<file path="config.mk">
export PLATFORM = sky130hd
export DESIGN_NAME = rme_queue
export DESIGN_NICKNAME = d
export VERILOG_FILES = /design/src/hw/rtl/rme_pkg.sv /design/src/hw/rtl/rme_queue.sv
export SDC_FILE = /design/constraint.sdc
export NUM_CORES = 1
export LEC_CHECK = 0
export ABC_AREA = 1
export BUFFER_PORTS_ARGS = -buffer_cell sky130_fd_sc_hd__buf_4
export CORE_MARGIN = 2
export CORE_UTILIZATION = 55
export DETAILED_ROUTE_END_ITERATION = 10
export GPL_TIMING_DRIVEN = 0
export PLACE_DENSITY = 0.83
export SLEW_MARGIN = 10
export SYNTH_ARGS = -nofsm -noshare
export SYNTH_HDL_FRONTEND = slang
export SYNTH_SLANG_ARGS = --single-unit
</file>
<file path="constraint.sdc">
create_clock -name clk -period 10.05 [get_ports clk]
set_clock_uncertainty 0.1 [all_clocks]
set_input_delay 1.005 -clock clk [delete_from_list [all_inputs] [get_ports clk]]
set_output_delay 1.005 -clock clk [all_outputs]
set_load 0.01 [all_outputs]
</file>
<file path="src/hw/rtl/rme_pkg.sv">
// ----------------------------------------------------------------------------
// Register machine executor package
// Shared codes, default sizes and payload types of the executor.
// ----------------------------------------------------------------------------
package rme_pkg;

    localparam int RME_NUM_REGS   = 26;
    localparam int RME_MEM_DEPTH  = 16384;
    localparam int RME_PROG_DEPTH = 4096;

    localparam int WORD_W = 32;
    localparam int IDX_W  = 12;

    localparam logic [2:0] OP_ASSIGN = 3'd0;
    localparam logic [2:0] OP_GOTO   = 3'd1;
    localparam logic [2:0] OP_IFGOTO = 3'd2;
    localparam logic [2:0] OP_ARITH  = 3'd3;
    localparam logic [2:0] OP_INPUT  = 3'd4;
    localparam logic [2:0] OP_OUTPUT = 3'd5;
    localparam logic [2:0] OP_HALT   = 3'd6;

    localparam logic [3:0] ALU_ADD = 4'd0;
    localparam logic [3:0] ALU_SUB = 4'd1;
    localparam logic [3:0] ALU_MUL = 4'd2;
    localparam logic [3:0] ALU_DIV = 4'd3;
    localparam logic [3:0] ALU_EQ  = 4'd4;
    localparam logic [3:0] ALU_NE  = 4'd5;
    localparam logic [3:0] ALU_LT  = 4'd6;
    localparam logic [3:0] ALU_GT  = 4'd7;
    localparam logic [3:0] ALU_GE  = 4'd8;
    localparam logic [3:0] ALU_LE  = 4'd9;

    localparam logic [1:0] KIND_IMM  = 2'd0;
    localparam logic [1:0] KIND_REG  = 2'd1;
    localparam logic [1:0] KIND_MEM  = 2'd2;
    localparam logic [1:0] KIND_NONE = 2'd0;

    localparam logic [1:0] STATUS_OK      = 2'd0;
    localparam logic [1:0] STATUS_RANGE   = 2'd1;
    localparam logic [1:0] STATUS_DIVZERO = 2'd2;

    typedef struct packed {
        logic [2:0]         operation;
        logic [3:0]         alu_op;
        logic [1:0]         dest_kind;
        logic [4:0]         dest_reg;
        logic [1:0]         a_kind;
        logic signed [31:0] a_operand;
        logic [1:0]         b_kind;
        logic signed [31:0] b_operand;
        logic [11:0]        jump_target;
        logic signed [31:0] in_value;
        logic               in_present;
    } cmd_t;

    typedef struct packed {
        cmd_t cmd;
        logic need_a;
        logic need_b;
    } dec_t;

endpackage

</file>
<file path="src/hw/rtl/rme_queue.sv">
// ----------------------------------------------------------------------------
// Register machine executor queue
// Two-entry queue between the front end and the execution sequencer.
// ----------------------------------------------------------------------------
module rme_queue (
    input  logic          clk,
    input  logic          rst_n,
    input  logic          push,
    input  rme_pkg::dec_t push_data,
    output logic          push_ready,
    input  logic          pop,
    output logic          pop_valid,
    output rme_pkg::dec_t pop_data
);
    import rme_pkg::*;

    dec_t       slot_reg [2];
    logic       wr_ptr_reg;
    logic       rd_ptr_reg;
    logic [1:0] count_reg;
    logic [1:0] count_next;
    logic       do_push;
    logic       do_pop;

    assign push_ready = (count_reg != 2'd2);
    assign pop_valid  = (count_reg != 2'd0);
    assign pop_data   = slot_reg[rd_ptr_reg];
    assign do_push    = push && push_ready;
    assign do_pop     = pop && pop_valid;

    always_comb
    begin
        count_next = count_reg;
        if (do_push && !do_pop)
        begin
            count_next = count_reg + 2'd1;
        end
        else if (do_pop && !do_push)
        begin
            count_next = count_reg - 2'd1;
        end
    end

    always_ff @(posedge clk or negedge rst_n)
    begin
        if (!rst_n)
        begin
            wr_ptr_reg <= 1'b0;
            rd_ptr_reg <= 1'b0;
            count_reg  <= 2'd0;
        end
        else
        begin
            count_reg <= count_next;
            if (do_push)
            begin
                wr_ptr_reg <= !wr_ptr_reg;
            end
            if (do_pop)
            begin
                rd_ptr_reg <= !rd_ptr_reg;
            end
        end
    end

    always_ff @(posedge clk)
    begin
        if (do_push)
        begin
            slot_reg[wr_ptr_reg] <= push_data;
        end
    end

endmodule

</file>
==> impl_metrics.ini <==
[power_and_ir_drop]
pwr-share-seq = 0.396
comb_power_share = 0.370
p_leak_nw = 5.59
power_mw = 3.90
powerDensity_nw_per_um2 = 301
p_int_mw = 2.65
switching_share = 0.321
switching_power_mw = 1.25
irDropWorstVdd_mv = 0.191
clockPowerShare = 0.233

[cts]
clk-insertion-delay-late_ps = 510
cts_resized = 0
root_buffer = clkbuf_16
cts_tree = built
cts-buffers-inserted = 26
htreeDepth = 1
cts_buffer_depth = 3
holdBufCountCts = 0
cts.sinks = 262
clk_pin_slew_worst_paths_ps = 60
cts_setup_buffers = 0

[yosys]
synth-seq-cells = 262
synth.mux.area_fraction = 0
postSynthCellCount = 703
synth_xor_area_frac = 0.00182
synth-compound-area-share = 0
synth_top_family_by_area = simple AND/OR/NAND/NOR gates
syn_area_per_cell_sq_um = 13.7
seq_area_frac_synth = 0.815
ys_warn_count = 0
ys_types = 15
mappedNetlistArea_sq_um = 9630
synth-simple-area-share = 0.157
yosys.area_share.adder = 0.00130
synth_fp_nets = 837

[global_routing]
antenna_found_initial = 0
grt_pass1_vias = 6187
grt_max_degree = 31
grt-ovfl-total = 0
grt_pass1_wl_mm = 30.9
grt_usage = 0.220

[final_layout]
layoutNonFillerInstCount = 1247
regArea_sq_um = 7850
layout_commonest_cell = nand2_1
diodes = 0
num-nets-final = 1139
mostFrequentLayoutCells = 397 x nand2_1, 264 x buf_4, 258 x edfxtp_1
multiInputGateArea_sq_um = 1560
fill_cells = 1067
final_layout_size_suffix_gt1_frac = 0.330
utilization = 0.753
largest_reg_flops = 258
area_growth_pct = 34.7

[drt]
vias = 6138
drt-initial-drc-count = 234
routed_wl_mm = 20.9
vias_per_cell = 4.92
final_antenna_net_count = 0
first_pass_iters = 5
wl_per_cell_microns = 16.7
drc = 0

[floorplanning]
io_pins = 264
core_area_sq_um = 17200
initial_core_util = 0.559
fp.dieArea_sq_um = 18600
die_h_microns = 136
dieWidth_microns = 136
rows = 48

[placed_design]
post-dp-hpwl_mm = 14.6
dpl.cell_count = 1202
port_buffers = 263
gp_congestion = 0.754

[setup_path]
path_class = reg -> out
worst-r2r-cell-count = 7
cp.buffers_inverters = 5
cp_top_family = buffers and inverters
rr_endpoint = slot_reg[1][74]
cp_slowest_stage_delay_ps = 350
worstPathCellList = buf_2 > inv_2 > buf_6 > buf_6 > nand2_1 > nand2_1 > buf_4
reg2reg_slack_ps = 7830
endpoint_kind = output port
cp.required_ps = 8950
crit_fanout = 10
worst_path_max_delay_cell = dfrtp_1
r2r-start = count_reg[0]
cp.arrival_ps = 1770
start_kind = flip-flop

[timing]
relSlewSlack = 0.613
hold_viol_final = 0
finalSetupTns_ps = 0
drv_slew = 0
setup_violations = 0
worst_pin_slew_ps = 580
finalCritPeriodShare = 0.286
min_period_ps = 2880
grt_setup_unrepaired = false
whs_ps = 180
fmax_mhz = 348

[min_path]
hold_class = in -> async

[status]
status = complete, no violations

[job]
maxCapViolations = 0
-- worst max path at each step --
stage,from,to,slack [ps],cells after the start
after detailed placement,push,slot_reg[1][72],7270,6
after global routing,rd_ptr_reg,pop_data[91],7030,6
after global placement,push,slot_reg[1][68],-100,3
after CTS,rd_ptr_reg,pop_data[98],7110,6
final,rd_ptr_reg,pop_data[106],7170,7
after floorplan,push,slot_reg[0][0],2860,2
-- cell families (layout without fill, tap and decap cells) --
| kind of cell | after synthesis | in the layout |
|---|---|---|
| xor gates and xnor gates | 2 | 2 |
| and+or+nand+nor | 402 | 402 |
| DFF | 262 | 262 |
| adders and majority gates | 1 | 1 |
| buffers and inverters | 36 | 355 |
-- synthesized netlist by cell type --
master | count | area (sq um)
dfrtp_1 | 4 | 100
ha_1 | 1 | 12.5
nand4_1 | 1 | 6.26
buf_6 | 11 | 124
buf_2 | 16 | 80.1
xnor2_1 | 1 | 8.76
inv_2 | 1 | 3.75
xor2_1 | 1 | 8.76
nor2_1 | 2 | 7.51
nand3_1 | 2 | 10.0
buf_4 | 1 | 7.51
nand2_1 | 397 | 1490
edfxtp_1 | 258 | 7750
clkbuf_1 | 1 | 3.75
inv_1 | 6 | 22.5
-- final cells by class --
class | instances | area share
Sequential cell | 262 | 0.605
Timing Repair Buffer | 274 | 0.173
Clock buffer | 33 | 0.0538
Clock inverter | 12 | 0.00781
Inverter | 7 | 0.00202
Tap cell | 225 | 0.0217
Buffer | 29 | 0.0166
Multi-Input combinational cell | 405 | 0.120
-- metal layers --
| metal | vias to the layer above | wire length, microns | track usage |
|---|---|---|---|
| li1 | 2976 | - | - |
| met1 | 2851 | 7170 | 0.232 |
| met5 | - | 0 | 0 |
| met3 | 50 | 2110 | 0.0787 |
| met4 | 0 | 663 | 0.0839 |
| met2 | 261 | 10900 | 0.400 |
-- power groups by stage --
stage                     combinational (mW)  sequential (mW)  clock [mW]
after floorplan                        0.691             1.61           0
after global placement                  1.34             1.65           0
after detailed placement                1.46             1.57           0
after CTS                               1.47             1.55       0.925
after global routing                    1.58             1.56       0.963
final                                   1.44             1.55       0.910
-- stage by stage --
stage | instance area [sq um] | setup slack [ps]
detailed placement | 12200 | 7270
global route | 13000 | 7030
global placement | 11900 | -98.7
floorplan | 9630 | 2860
finish | 13000 | 7170
CTS | 13000 | 7110
Power figures use the tool's default switching activity.
