==> src/hw/rtl/rme_pkg.sv <==
// ----------------------------------------------------------------------------
// Register machine executor package
// Shared codes, default sizes and payload types of the executor.
// ----------------------------------------------------------------------------
package rme_pkg;

    localparam int RME_NUM_REGS   = 26;
    localparam int RME_MEM_DEPTH  = 16384;
    localparam int RME_PROG_DEPTH = 4096;

    localparam int WORD_W = 32;
    localparam int IDX_W  = 12;

    localparam logic [2:0] OP_ASSIGN = 3'd0;
    localparam logic [2:0] OP_GOTO   = 3'd1;
    localparam logic [2:0] OP_IFGOTO = 3'd2;
    localparam logic [2:0] OP_ARITH  = 3'd3;
    localparam logic [2:0] OP_INPUT  = 3'd4;
    localparam logic [2:0] OP_OUTPUT = 3'd5;
    localparam logic [2:0] OP_HALT   = 3'd6;

    localparam logic [3:0] ALU_ADD = 4'd0;
    localparam logic [3:0] ALU_SUB = 4'd1;
    localparam logic [3:0] ALU_MUL = 4'd2;
    localparam logic [3:0] ALU_DIV = 4'd3;
    localparam logic [3:0] ALU_EQ  = 4'd4;
    localparam logic [3:0] ALU_NE  = 4'd5;
    localparam logic [3:0] ALU_LT  = 4'd6;
    localparam logic [3:0] ALU_GT  = 4'd7;
    localparam logic [3:0] ALU_GE  = 4'd8;
    localparam logic [3:0] ALU_LE  = 4'd9;

    localparam logic [1:0] KIND_IMM  = 2'd0;
    localparam logic [1:0] KIND_REG  = 2'd1;
    localparam logic [1:0] KIND_MEM  = 2'd2;
    localparam logic [1:0] KIND_NONE = 2'd0;

    localparam logic [1:0] STATUS_OK      = 2'd0;
    localparam logic [1:0] STATUS_RANGE   = 2'd1;
    localparam logic [1:0] STATUS_DIVZERO = 2'd2;

    typedef struct packed {
        logic [2:0]         operation;
        logic [3:0]         alu_op;
        logic [1:0]         dest_kind;
        logic [4:0]         dest_reg;
        logic [1:0]         a_kind;
        logic signed [31:0] a_operand;
        logic [1:0]         b_kind;
        logic signed [31:0] b_operand;
        logic [11:0]        jump_target;
        logic signed [31:0] in_value;
        logic               in_present;
    } cmd_t;

    typedef struct packed {
        cmd_t cmd;
        logic need_a;
        logic need_b;
    } dec_t;

endpackage

==> src/hw/rtl/rme_if.sv <==
// ----------------------------------------------------------------------------
// Register machine executor channels
// Instruction channel and result channel, each with valid and ready.
// ----------------------------------------------------------------------------
interface rme_cmd_if;
    logic               valid;
    logic               ready;
    logic [2:0]         operation;
    logic [3:0]         alu_op;
    logic [1:0]         dest_kind;
    logic [4:0]         dest_reg;
    logic [1:0]         a_kind;
    logic signed [31:0] a_operand;
    logic [1:0]         b_kind;
    logic signed [31:0] b_operand;
    logic [11:0]        jump_target;
    logic signed [31:0] in_value;
    logic               in_present;

    modport source (output valid, operation, alu_op, dest_kind, dest_reg, a_kind, a_operand,
                    b_kind, b_operand, jump_target, in_value, in_present, input ready);
    modport sink (input valid, operation, alu_op, dest_kind, dest_reg, a_kind, a_operand,
                  b_kind, b_operand, jump_target, in_value, in_present, output ready);
endinterface


==> src/hw/rtl/rme_front.sv <==
// ----------------------------------------------------------------------------
// Register machine executor front end
// Takes instruction beats, classifies their operand needs and hands them on.
// ----------------------------------------------------------------------------
module rme_front (
    input  logic          clk,
    input  logic          rst_n,
    rme_cmd_if.sink       cmd,
    input  logic          init_done,
    output logic          q_push,
    output rme_pkg::dec_t q_data,
    input  logic          q_ready
);
    import rme_pkg::*;

    logic stage_v_reg;
    logic stage_v_next;
    dec_t stage_reg;
    dec_t stage_next;
    logic accept;

    assign cmd.ready = init_done && (!stage_v_reg || q_ready);
    assign accept    = cmd.valid && cmd.ready;
    assign q_push    = stage_v_reg;
    assign q_data    = stage_reg;

    always_comb
    begin
        stage_next.cmd.operation   = cmd.operation;
        stage_next.cmd.alu_op      = cmd.alu_op;
        stage_next.cmd.dest_kind   = cmd.dest_kind;
        stage_next.cmd.dest_reg    = cmd.dest_reg;
        stage_next.cmd.a_kind      = cmd.a_kind;
        stage_next.cmd.a_operand   = cmd.a_operand;
        stage_next.cmd.b_kind      = cmd.b_kind;
        stage_next.cmd.b_operand   = cmd.b_operand;
        stage_next.cmd.jump_target = cmd.jump_target;
        stage_next.cmd.in_value    = cmd.in_value;
        stage_next.cmd.in_present  = cmd.in_present;
        stage_next.need_a = (cmd.operation == OP_ASSIGN) || (cmd.operation == OP_ARITH) ||
                            (cmd.operation == OP_OUTPUT) ||
                            ((cmd.operation == OP_IFGOTO) && (cmd.a_kind == KIND_REG));
        stage_next.need_b = (cmd.operation == OP_ARITH);
        stage_v_next = accept || (stage_v_reg && !q_ready);
    end

    always_ff @(posedge clk or negedge rst_n)
    begin
        if (!rst_n)
        begin
            stage_v_reg <= 1'b0;
        end
        else
        begin
            stage_v_reg <= stage_v_next;
        end
    end

    always_ff @(posedge clk)
    begin
        if (accept)
        begin
            stage_reg <= stage_next;
        end
    end

endmodule

==> src/flat_wrapper.sv <==
// flat-port wrapper written by rule: the top's interface ports become plain ports
module rme_front_flat import rme_pkg::*;
  (clk, rst_n, init_done, q_push, q_data, q_ready, cmd_valid, cmd_operation, cmd_alu_op, cmd_dest_kind, cmd_dest_reg, cmd_a_kind, cmd_a_operand, cmd_b_kind, cmd_b_operand, cmd_jump_target, cmd_in_value, cmd_in_present, cmd_ready);
  rme_cmd_if cmd_i ();
  input  logic clk;
  input  logic rst_n;
  input  logic init_done;
  output logic q_push;
  output rme_pkg::dec_t q_data;
  input  logic q_ready;
  input wire logic [$bits(cmd_i.valid)-1:0] cmd_valid;
  input wire logic [$bits(cmd_i.operation)-1:0] cmd_operation;
  input wire logic [$bits(cmd_i.alu_op)-1:0] cmd_alu_op;
  input wire logic [$bits(cmd_i.dest_kind)-1:0] cmd_dest_kind;
  input wire logic [$bits(cmd_i.dest_reg)-1:0] cmd_dest_reg;
  input wire logic [$bits(cmd_i.a_kind)-1:0] cmd_a_kind;
  input wire logic [$bits(cmd_i.a_operand)-1:0] cmd_a_operand;
  input wire logic [$bits(cmd_i.b_kind)-1:0] cmd_b_kind;
  input wire logic [$bits(cmd_i.b_operand)-1:0] cmd_b_operand;
  input wire logic [$bits(cmd_i.jump_target)-1:0] cmd_jump_target;
  input wire logic [$bits(cmd_i.in_value)-1:0] cmd_in_value;
  input wire logic [$bits(cmd_i.in_present)-1:0] cmd_in_present;
  output wire logic [$bits(cmd_i.ready)-1:0] cmd_ready;
  assign cmd_i.valid = cmd_valid;
  assign cmd_i.operation = cmd_operation;
  assign cmd_i.alu_op = cmd_alu_op;
  assign cmd_i.dest_kind = cmd_dest_kind;
  assign cmd_i.dest_reg = cmd_dest_reg;
  assign cmd_i.a_kind = cmd_a_kind;
  assign cmd_i.a_operand = cmd_a_operand;
  assign cmd_i.b_kind = cmd_b_kind;
  assign cmd_i.b_operand = cmd_b_operand;
  assign cmd_i.jump_target = cmd_jump_target;
  assign cmd_i.in_value = cmd_in_value;
  assign cmd_i.in_present = cmd_in_present;
  assign cmd_ready = cmd_i.ready;
  rme_front u_core (.clk(clk), .rst_n(rst_n), .cmd(cmd_i), .init_done(init_done), .q_push(q_push), .q_data(q_data), .q_ready(q_ready));
endmodule
==> config.mk <==
export PLATFORM = sky130hd
export DESIGN_NAME = rme_front_flat
export DESIGN_NICKNAME = d
export VERILOG_FILES = /design/src/hw/rtl/rme_pkg.sv /design/src/hw/rtl/rme_if.sv /design/src/hw/rtl/rme_front.sv /design/src/flat_wrapper.sv
export SDC_FILE = /design/constraint.sdc
export NUM_CORES = 1
export LEC_CHECK = 0
export BUFFER_PORTS_ARGS = -buffer_cell sky130_fd_sc_hd__buf_2
export CAP_MARGIN = 15
export CELL_PAD_IN_SITES_DETAIL_PLACEMENT = 1
export CELL_PAD_IN_SITES_GLOBAL_PLACEMENT = 2
export CORE_AREA = 2 2 123 125
export CTS_BUF_LIST = sky130_fd_sc_hd__clkbuf_4 sky130_fd_sc_hd__clkbuf_8
export CTS_CLUSTER_SIZE = 16
export DETAILED_ROUTE_END_ITERATION = 6
export DIE_AREA = 0 0 125 127
export PLACE_DENSITY = 0.78
export SYNTH_ARGS = -nofsm -noshare
export SYNTH_HDL_FRONTEND = slang
export SYNTH_SLANG_ARGS = --single-unit
export TNS_END_PERCENT = 5
==> constraint.sdc <==
create_clock -name clk -period 9.3 [get_ports clk]
set_clock_uncertainty 0.05 [all_clocks]
set_input_delay 0.93 -clock clk [delete_from_list [all_inputs] [get_ports clk]]
set_output_delay 0.93 -clock clk [all_outputs]
set_load 0.02 [all_outputs]
==> reports/metrics.cfg <==
[status]
outcome = finished clean

[setup_path]
end_kind = flop
cp.required_ns = 9.35
critPathKind = primary input to flop
ff2ff_path_depth = 4
critPathLaunchType = primary input
crit_path_max_fanout = 54
crit_arrival_ns = 2.83

[drt]
drc = 0
routedWlPerCell_um = 17.0
top_layer = met4
dr_total_vias = 2543
wl_met1_um = 3830
drt_wl_total_um = 10500
route.met2.wl_um = 5320
antenna_left = 0
dr.pass1.iters = 4
drt_iter0_markers = 134
vias_per_cell = 4.11
met3_length_um = 1180

[sta]
finalSetupViolations = 0
hold_viol_final = 0
tightestPinTransition_ns = 0.774
timing.fmax_mhz = 359
finalCriticalPeriod_ns = 2.78
maxSlewHeadroom_pct = 48.3
drv_slew = 0
fin_tns_setup_ns = 0
rsz0062_at_grt = false
period_share_pct = 29.9

[final_layout]
fin_area_sq_um = 5940
final_cell_mix = buf_2, edfxtp_1, clkbuf_8
antenna_cells = 0
fill_cells = 1513
multi_input_area_sq_um = 75.1
area_growth_pct = 49.7
final_nets = 556
drive_gt1_share_pct = 67.8
final_common_cell = buf_2
regArea_sq_um = 3900

[floorplan]
start_util_pct = 27.5
core_sq_um = 14400
die_w_um = 125
die-area_sq_um = 15900
rows = 44
dieHeight_um = 127
ios = 263

[cts]
clk_latency_ns = 0.42
root_buffer = clkbuf_8
cts_sinks = 130
postCtsHoldBufs = 0
clk_path_buf_depth = 2
cts_buffers = 17
post_cts_resized = 0
cts_tree = built
cts.clk_slew.worst_paths_ns = 0.07
post_cts_buffers = 0
h-tree-depth = 4

[power]
leakagePower_nw = 2.49
power_density_nw_per_um2 = 211
peakVddDrop_mv = 0.101
fin_total_pwr_mw = 1.25

[global_route]
grt_util_all_layers_pct = 13.1
grt_antenna_before_repair = 1
grt_pass1_vias = 2765
grt_max_degree = 101
grt-ovfl-total = 0
grt_pass1_wl_um = 15300

[synthesis]
synth_area_sq_um = 3970
yosysWarnings = 0
avgSynthCellArea_sq_um = 28.1
syn_inst = 141
ys_ff_latch = 130
synth-seq-area-share_pct = 98.3
synth.distinct_cells = 10
syn_nets = 273

[flow_run]
max_cap_viol_count = 0

[min_path]
holdCritPathClass = primary input to asynchronous set/reset pin

[place]
place.gp.congestion = 0.766
port_buffers = 262
dpl-instance-area_sq_um = 5520

-- state kept, by name (all words and copies together), names as in the netlist --
signal / flops
u_core.q_data: 129
u_core.q_push: 1
-- through the flow --
| step | hold WS, ns | utilization, % | setup slack, ns | instances |
|---|---|---|---|---|
| global placement | 0.454 | 38.3 | 5.98 | 588 |
| finish | 0.213 | 41.2 | 6.52 | 619 |
| detailed placement | 0.490 | 38.3 | 5.84 | 588 |
| global route | 0.165 | 41.2 | 6.36 | 619 |
| CTS | 0.169 | 41.0 | 6.33 | 618 |
| floorplan | 0.563 | - | 1.87 | 141 |
-- power by group --
group          switching, mW  total (mW)  internal (mW)
clock                  0.209       0.475          0.266
combinational         0.0611      0.0983         0.0372
sequential           0.00614       0.681          0.675
total                  0.276        1.25          0.977
-- Yosys cell counts --
library cell    n  area share, %
edfxtp_1      129             98
a21oi_1         2           0.25
nand2_1         2           0.19
nand2b_1        2           0.32
and2_1          1           0.16
and3b_2         1           0.25
dfrtp_1         1           0.63
nor2b_1         1           0.16
nor3b_1         1           0.19
o21a_1          1           0.19
-- cells by family after synthesis --
kind of cell,after synthesis,synth area share (%)
simple gates,8,1.26
compound gates,3,0.442
flops,130,98.3
-- cell type report --
| cell class | count | area share, % |
|---|---|---|
| clock buffer | 19 | 4.19 |
| multi-input combinational | 11 | 1.26 |
| timing repair buffer | 264 | 22.7 |
| sequential | 130 | 65.6 |
| clock inverter | 11 | 2.36 |
| tap | 184 | 3.88 |
-- critical path: stages --
cell      delay, ns
buf_2          0.07
nand2b_1       0.13
nor2b_4        0.67
buf_4          0.64
buf_16         0.33
-- per-layer routing --
layer	global-route usage (%)	up-vias
met4	4.77	0
met2	21.9	165
met5	0	-
met3	7.83	14
met1	13.7	1227
li1	-	1137
-- final timing paths --
path	startpoint	endpoint	slack, ns
min in group clk	u_core.q_push$_DFF_PN0_	u_core.q_push$_DFF_PN0_	0.49
setup reg to reg	u_core.q_push$_DFF_PN0_	u_core.q_data[99]$_DFFE_PP_	6.74
max in group asynchronous	rst_n	u_core.q_push$_DFF_PN0_	8.90
hold / removal	rst_n	u_core.q_push$_DFF_PN0_	0.21
setup / recovery	q_ready	u_core.q_data[99]$_DFFE_PP_	6.52
hold reg to reg	u_core.q_push$_DFF_PN0_	u_core.q_push$_DFF_PN0_	0.49
Note: power is estimated with default switching activity, not from simulation.
